==> src/sv/bmhq_pkg.sv <==
// ----------------------------------------------------------------------------
// bmhq_pkg
// Types and codes shared by the binary min-heap queue modules.
// ----------------------------------------------------------------------------
package bmhq_pkg;

  typedef enum logic [1:0] {
    ST_OK    = 2'd0,
    ST_FULL  = 2'd1,
    ST_EMPTY = 2'd2
  } status_t;

  typedef enum logic {
    OP_PUSH = 1'b0,
    OP_POP  = 1'b1
  } op_t;

  typedef struct packed {
    op_t         op;
    logic [19:0] node_index;
    logic [31:0] key;
  } req_item_t;

  typedef struct packed {
    status_t     status;
    logic [19:0] out_node_index;
    logic [31:0] out_key;
    logic [10:0] entry_count;
    logic        is_empty;
  } rsp_item_t;

  typedef enum logic [2:0] {
    S_IDLE,
    S_UP_CMP,
    S_POP_LOAD,
    S_DN_CMP,
    S_RESP
  } state_t;

  typedef enum logic [2:0] {
    DP_NONE,
    DP_PUSH_START,
    DP_POP_START,
    DP_REFUSE_FULL,
    DP_REFUSE_EMPTY,
    DP_UP_STEP,
    DP_POP_LOAD,
    DP_DN_STEP
  } dp_op_t;

  typedef struct packed {
    dp_op_t op;
    logic   load_out;
  } cmd_t;

  typedef struct packed {
    logic req_pop;
    logic cnt_zero;
    logic cnt_full;
    logic pos_root;
    logic up_move;
    logic dn_move;
    logic out_free;
  } sts_t;

endpackage

==> src/sv/bmhq_ctrl.sv <==
// ----------------------------------------------------------------------------
// bmhq_ctrl
// Heap controller: sequences push, pop, sift steps and the result hand-off.
// ----------------------------------------------------------------------------
module bmhq_ctrl
  import bmhq_pkg::*;
(
  input  logic clk,
  input  logic rst,
  input  logic req_valid,
  input  sts_t sts,
  output cmd_t cmd,
  output logic req_stall
);

  state_t state;
  state_t state_next;

  always_ff @(posedge clk) begin
    if (rst) begin
      state <= S_IDLE;
    end else begin
      state <= state_next;
    end
  end

  always_comb begin
    state_next   = state;
    cmd.op       = DP_NONE;
    cmd.load_out = 1'b0;
    req_stall    = (state != S_IDLE);
    case (state)
      S_IDLE: begin
        if (req_valid) begin
          if (sts.req_pop) begin
            if (sts.cnt_zero) begin
              cmd.op     = DP_REFUSE_EMPTY;
              state_next = S_RESP;
            end else begin
              cmd.op     = DP_POP_START;
              state_next = S_POP_LOAD;
            end
          end else if (sts.cnt_full) begin
            cmd.op     = DP_REFUSE_FULL;
            state_next = S_RESP;
          end else begin
            cmd.op     = DP_PUSH_START;
            state_next = sts.cnt_zero ? S_RESP : S_UP_CMP;
          end
        end
      end
      S_UP_CMP: begin
        cmd.op = DP_UP_STEP;
        if (sts.pos_root || !sts.up_move) begin
          state_next = S_RESP;
        end
      end
      S_POP_LOAD: begin
        cmd.op     = DP_POP_LOAD;
        state_next = sts.cnt_zero ? S_RESP : S_DN_CMP;
      end
      S_DN_CMP: begin
        cmd.op = DP_DN_STEP;
        if (!sts.dn_move) begin
          state_next = S_RESP;
        end
      end
      S_RESP: begin
        if (sts.out_free) begin
          cmd.load_out = 1'b1;
          state_next   = S_IDLE;
        end
      end
      default: begin
        state_next = S_IDLE;
      end
    endcase
  end

endmodule

==> config.mk <==
export PLATFORM = sky130hd
export DESIGN_NAME = bmhq_ctrl
export DESIGN_NICKNAME = d
export VERILOG_FILES = /design/src/sv/bmhq_pkg.sv /design/src/sv/bmhq_ctrl.sv
export SDC_FILE = /design/constraint.sdc
export NUM_CORES = 1
export LEC_CHECK = 0
export BUFFER_PORTS_ARGS = -buffer_cell sky130_fd_sc_hd__buf_4
export CAP_MARGIN = 20
export CELL_PAD_IN_SITES_DETAIL_PLACEMENT = 1
export CELL_PAD_IN_SITES_GLOBAL_PLACEMENT = 2
export CORE_MARGIN = 2
export CORE_UTILIZATION = 17
export DETAILED_ROUTE_END_ITERATION = 8
export GPL_TIMING_DRIVEN = 0
export HOLD_SLACK_MARGIN = 0.05
export PLACE_DENSITY_LB_ADDON = 0.1
export SKIP_CTS_REPAIR_TIMING = 1
export SYNTH_ARGS = -nofsm -noshare
export SYNTH_HDL_FRONTEND = slang
export SYNTH_SLANG_ARGS = --single-unit
==> constraint.sdc <==
create_clock -name clk -period 1.3 [get_ports clk]
set_input_delay 0.26 -clock clk [delete_from_list [all_inputs] [get_ports clk]]
set_output_delay 0.26 -clock clk [all_outputs]
set_load 0.1 [all_outputs]
[Word level (Yosys, flattened, before mapping)]
Cells that the tools add are included.
Word-level totals
  word-level logic and storage cells: 30
  bits in registers: 3
  input bits: 10
Operators by class
  reduce and logical (&&, ||, !) cells: 5
  equality and inequality tests: 8
  mux-type cells: 16
Operators with widths (number)
  $mux W3: 11
  $pmux W3 S5: 1
  $pmux W3 S4: 1
  $ne A2 B2 Y1 const B: 4
  $eq A3 B2 Y1 const B: 2
  $reduce_and A4 Y1: 1
  $eq A3 B1 Y1 const B: 1
  $eq A3 B3 Y1 const B: 1
  $logic_not A3 Y1: 1
  $reduce_bool A3 Y1: 1
  $mux W1: 2
  $mux W2: 1
  $logic_not A1 Y1: 1
  $logic_or A1 B1 Y1: 1

[Depth between registers and ports, before layout]
Gate-level depths: netlist of run 1.
  depth in word-level cells: 5
  depth in mapped cells: 4
  mapped depth without buffers: 3

[Worst setup path before layout of run 1]
No wires, ideal clock.
  kind: reg-to-output
  start point: register state[0]
  end point: output cmd[2] (netlist bit)
  buffers on the path: 0
  required time: 1.040 ns
  data arrival time: 2.050 ns
  stages on the path, launching flop included: 4
  slack: -1.010 ns
  path through: dfxtp_1 nor2b_1 o21ai_0 a21oi_1
RTL lines
  start, declared: line bmhq_ctrl.sv:16  | state_t state;
  start signal, assigned: line bmhq_ctrl.sv:23  | state <= state_next;
  end, declared: line bmhq_ctrl.sv:12  | output cmd_t cmd,

==> qor.csv, run 1 <==
metric,value,unit
status,"finished, violations left",
failing checks,setup timing,
final wirelength,980,um
CTS tree,done,
gpl congestion,0.664,
detailed-route vias per instance,4.72,
worst clock skew,1.12,ps
worst min-delay path class,in2reg,
sequential fraction of the synthesis area,22.3,%
multi-input gate area in the final layout,248,sq um
worst hold margin,181,ps
placed cell area,442,sq um
number of nets with antenna violations after detailed routing,0,
"Slew Viols, Final",0,
cell accounting for the most synthesized area,dfxtp_1,
Largest register FFs,3,
PD cells,982,nW/um^2
Filler Cell Count,173,
CP peak stage delay,310,ps
min cycle time layout,1440,ps
slew of the pin with the lowest slew margin,362,ps
"CP delay by family, top",buffers and inverters,
Num Clock Sinks,3,
Overflow after GRT,0,
dominant combinational cell family by area after synthesis,simple AND/OR/NAND/NOR gates,
highest attainable clock frequency,0.694,GHz
starting utilization of the core area,18.1,%
largest vdd supply drop,387,uV
height of the chip,43.8,um
cells after synthesis,38,
cell breakdown of the critical path,buf_6 > nor2_4 > buf_6 > a21oi_4 > buf_12,
portion of the clock cycle consumed by the worst path in the final layout,111,%
type of the worst setup path,reg2out,
post-DR wirelength/cell,13.1,um
mux cell area share after synthesis,0,%
main area contributors after synthesis,"dfxtp_1 22%, a211oi_1 8.4%, nor2_1 7.0%, nor2b_1 7.0%, a21oi_1 5.6%",
Cell variety after synth,21,
total standard cell area after synthesis,269,sq um
CP arrival,1180,ps
crit end category,output pin,
area of the core,1490,sq um
Max transition margin,75.5,%
share of Yosys cell area claimed by the top area cell type,22.3,%
Rows,14,
Post-Layout Inst Area,584,sq um
number of I/O port buffers,14,
die extent in x,43.8,um
Syn Area/Cell,7.08,sq um
count of routing violations after the opening detailed-route iteration,3,
register clock-pin slew on the reported worst setup and hold paths,40,ps
register name with the most flops,state,
complex-gate fraction of the synthesized area,30.7,%
half-perimeter wire length of the detailed placement result,682,um
"number of placed instances, taps included",68,
post-route non-filler standard cell count,75,
buffer depth of the longest clock path,2,
Worst Path Buf+Inv,3,
final antenna diode count,0,
number of maximum-capacitance violations,0,
Syn. warnings,0,
insertion delay to the later sink of the worst-skew pair,240,ps
"arithmetic-cell share of the synthesized area counting full adders, half adders and majority gates",0,%
Synth Area in Simple Gates,37.2,%
"Slowest-stage cell, CP",dfxtp_1,
I/O Pins,15,
layout cell share with drive strength beyond 1,62.7,%
maximum fanout along the worst path,8,
die area,1920,sq um
Mapped Nets,48,
Most common cell on crit path,buf_6,
final routed DRC violation total,0,
number of detailed-route iterations in the first pass,3,
largest registers,state: 3 flops,
vias in the first global route,335,
Root Buffer Master,clkbuf_4,
XOR/XNOR Fraction of Synth Area,0,%
number of nets in the layout,70,
global-route wire length before repair,1.36,mm
Critical Path Source,state[1],
flop and latch count out of synthesis,3,
Sequential Area,65.1,sq um
maximum number of pins on one net before global-route repair,10,
number of antenna violations at the first check in global routing,0,
Final Hold Vio Count,0,
Setup WS post-layout,-141,ps
sort of element at the start of the critical path,flop,
setup repair after global routing missed its margin,true,
H-tree depth,1,
"Setup violations, final",7,
total number of vias,354,
clock buffer count from CTS,3,
static leakage,0.225,nW
Total GRT Usage,9.64,%
Area growth syn-to-layout,117,%
critical path data required time,1040,ps
startpoint of the lowest-slack register-to-register path,state[1],
Hold Crit Start,rst,
[path summary, 6_finish.rpt]
kind                   end  slack [ps]  cells past startpoint
setup / recovery    cmd[3]        -140                      5
hold / removal    state[0]         180                      2
setup reg to reg  state[0]        -110                      5
hold reg to reg   state[1]         590                      2
[Yosys cell counts, drive strengths merged]
cell type and n:
or3b 1, a211oi 3, inv 3, o2111ai 1, and3 1, nand3 1, nor2b 3, clkbuf 1
dfxtp 3, or3 1, and2 1, o21ai 2, a21oi 4, nand3b 1, nor2 5, nand2 3
o311ai 1, buf 1, nor3b 1, a211o 1
[final cells by class]
class,count,area share [%]
clock buffers,4,4.50
flip-flops and latches,3,11.1
well taps,16,3.43
plain buffers,2,3.85
multi-input cells,30,42.4
repair buffers,17,32.8
inverters,3,1.93
[report_power, final]
group | switching, mW | leakage, nW | internal [mW]
sequential | 0.00507 | 0.0256 | 0.0966
clock | 0.0614 | 0.0150 | 0.116
combinational | 0.176 | 0.184 | 0.119
[layout by cell type, fill, tap and decap left out]
cell type  count
buf_4         10
buf_12         5
buf_6          3
inv_1          3
nor2_1         3
clkbuf_4       3
nor2b_1        2
a21oi_4        2
a21oi_2        2
nor2_4         2
nand2_1        2
a211oi_1       2
nor2b_2        1
o21ai_2        1
nand3_1        1
nand2_4        1
and3_4         1
or3b_4         1
a211o_1        1
or3_2          1
o2111ai_1      1
and2_1         1
o21ai_0        1
nand3b_1       1
nor3b_1        1
o311ai_0       1
a211oi_2       1
clkbuf_1       1
buf_2          1
dfxtp_4        1
dfxtp_1        1
dfxtp_2        1
[routing by layer]
metal / vias to the layer above / global-route usage [%] / part of all wire [%]
li1: 178 / - / -
met1: 160 / 11.4 / 42
met2: 12 / 15.6 / 50
met3: 4 / 1.25 / 4.7
met4: 0 / 7.27 / 3.3
met5: - / 0 / 0
[kinds of logic (layout without fill, tap and decap cells)]
logic type             Yosys count  in the layout
flip-flops                       3              3
AO/OA/AOI/OAI                   12             12
AND/OR/NAND/NOR                 18             18
buffers and inverters            5             26
[worst reg2reg max path: cells and delay by family (launching register included)]
kind | cells | cell delay (ps)
simple gates | 1 | 390
compound gates | 2 | 390
flops | 1 | 300
buf+inv | 2 | 260
[per-stage QoR]
stage	utilization [%]	power [mW]	setup TNS (ps)	worst slack, ps
after detailed placement	29.7	0.336	-294	-168
after global routing	39.2	0.604	-1120	-216
after floorplan	-	0.276	-189	-102
final	39.2	0.574	-748	-141
after CTS	31.4	0.506	-1470	-425
after global placement	29.7	0.332	-230	-162
Note: power is estimated with default switching activity, not from simulation.
==> run 2: changes to the inputs <==
Settings changed: REMOVE_ABC_BUFFERS from default to 1.
==> qor.csv, run 2 (synthesized netlist as in run 1, its figures left out) <==
metric,value,unit
status,"finished, violations left",
failing checks,setup timing,
critical path data required time,1040,ps
register name with the most flops,state,
Num Clock Sinks,3,
final routed DRC violation total,0,
buffer depth of the longest clock path,2,
setup TNS after final layout,-324,ps
final antenna diode count,0,
P_sw,0.212,mW
height of the chip,43.8,um
worst hold margin,199,ps
area of the core,1490,sq um
portion of the clock cycle consumed by the worst path in the final layout,109,%
total number of vias,335,
die area,1920,sq um
count of routing violations after the opening detailed-route iteration,2,
gpl congestion,0.737,
starting utilization of the core area,18.1,%
worst clock skew,4.12,ps
insertion delay to the later sink of the worst-skew pair,230,ps
most frequent standard cell in the layout excluding fill and tap cells,buf_4,
I/O Pins,15,
Setup WS post-layout,-115,ps
PD cells,1000,nW/um^2
CTS tree,done,
H-tree depth,1,
type of the worst setup path,reg2out,
Filler Cell Count,181,
Final Hold Vio Count,0,
number of antenna violations at the first check in global routing,0,
Total GRT Usage,9.57,%
number of maximum-capacitance violations,0,
Largest register FFs,3,
highest attainable clock frequency,0.707,GHz
number of nets in the layout,67,
placed cell area,379,sq um
"Slew Viols, Final",0,
fraction of power consumed by the clock network,31.0,%
setup repair after global routing missed its margin,true,
half-perimeter wire length of the detailed placement result,670,um
layout cell share with drive strength beyond 1,57.1,%
vias in the first global route,316,
detailed-route vias per instance,4.65,
most frequent cells in the layout,"10 x buf_4, 4 x nor2_1, 4 x buf_12",
clock buffer count from CTS,3,
Max transition margin,72.9,%
worst min-delay path class,in2reg,
Overflow after GRT,0,
fraction of power consumed by sequential logic,20.9,%
number of nets with antenna violations after detailed routing,0,
largest vdd supply drop,447,uV
Area growth syn-to-layout,92.1,%
die extent in x,43.8,um
net switching share of the total power,41.0,%
min cycle time layout,1410,ps
number of I/O port buffers,14,
Post-Layout Inst Area,517,sq um
crit end category,output pin,
maximum number of pins on one net before global-route repair,10,
maximum fanout along the worst path,7,
Root Buffer Master,clkbuf_4,
register clock-pin slew on the reported worst setup and hold paths,30,ps
CP arrival,1150,ps
Rows,14,
final design utilization,34.7,%
number of detailed-route iterations in the first pass,4,
P_int,0.306,mW
combinational share of power,48.0,%
largest registers,state: 3 flops,
post-DR wirelength/cell,12.6,um
sort of element at the start of the critical path,flop,
setup slack at placement,-99.7,ps
global-route wire length before repair,1.32,mm
static leakage,0.204,nW
"Setup violations, final",4,
final wirelength,908,um
slew of the pin with the lowest slew margin,401,ps
run 2: cell types whose count changed in the layout (fill, tap and decap cells not counted), sizes merged:
| cell | before | now |
|---|---|---|
| buf | 19 | 15 |
| clkbuf | 4 | 5 |
run 2: per-stage QoR:
step                      total power, mW  std cells
after detailed placement            0.309         66
after global placement              0.306         66
after global routing                0.548         72
final                               0.518         72
after floorplan                     0.249         36
after CTS                           0.477         70
run 2: path summary, 6_finish.rpt:
kind	cells past startpoint	slack (ps)	endpoint	start
worst max-delay path	4	-110	cmd[2]	state[0]
worst min-delay path	2	200	state[0]	rst
worst max register to register	3	30	state[2]	state[1]
worst min register to register	1	500	state[1]	state[2]
run 2: per-layer routing:
metal,GRT usage [%],vias to the layer above,wire length (um)
li1,-,173,-
met1,11.2,154,423
met2,14.4,8,443
met3,2.92,0,42
met4,7.27,0,0
met5,0,-,0
run 2: critical path, cell delays in order (launching register included):
cell     delay (ps)
dfxtp_4         370
nor2b_4         120
o21ai_2          60
a21oi_2         180
buf_12          190
run 2: area by class of cell:
type	count	area [sq um]	area share, %
multi-input combinational	30	216	41.9
sequential	3	71.3	13.8
inverter	3	11.3	2.18
timing repair buffer	16	171	33.2
clock buffer	4	26.3	5.08
tap	16	20.0	3.87
run 2: power groups by stage:
stage,registers (mW),clock network (mW),logic [mW]
2_1_floorplan,0.106,0,0.142
3_3_place_gp,0.110,0,0.195
3_5_place_dp,0.111,0,0.198
4_1_cts,0.110,0.170,0.198
5_1_grt,0.110,0.179,0.259
6_report,0.109,0.161,0.249
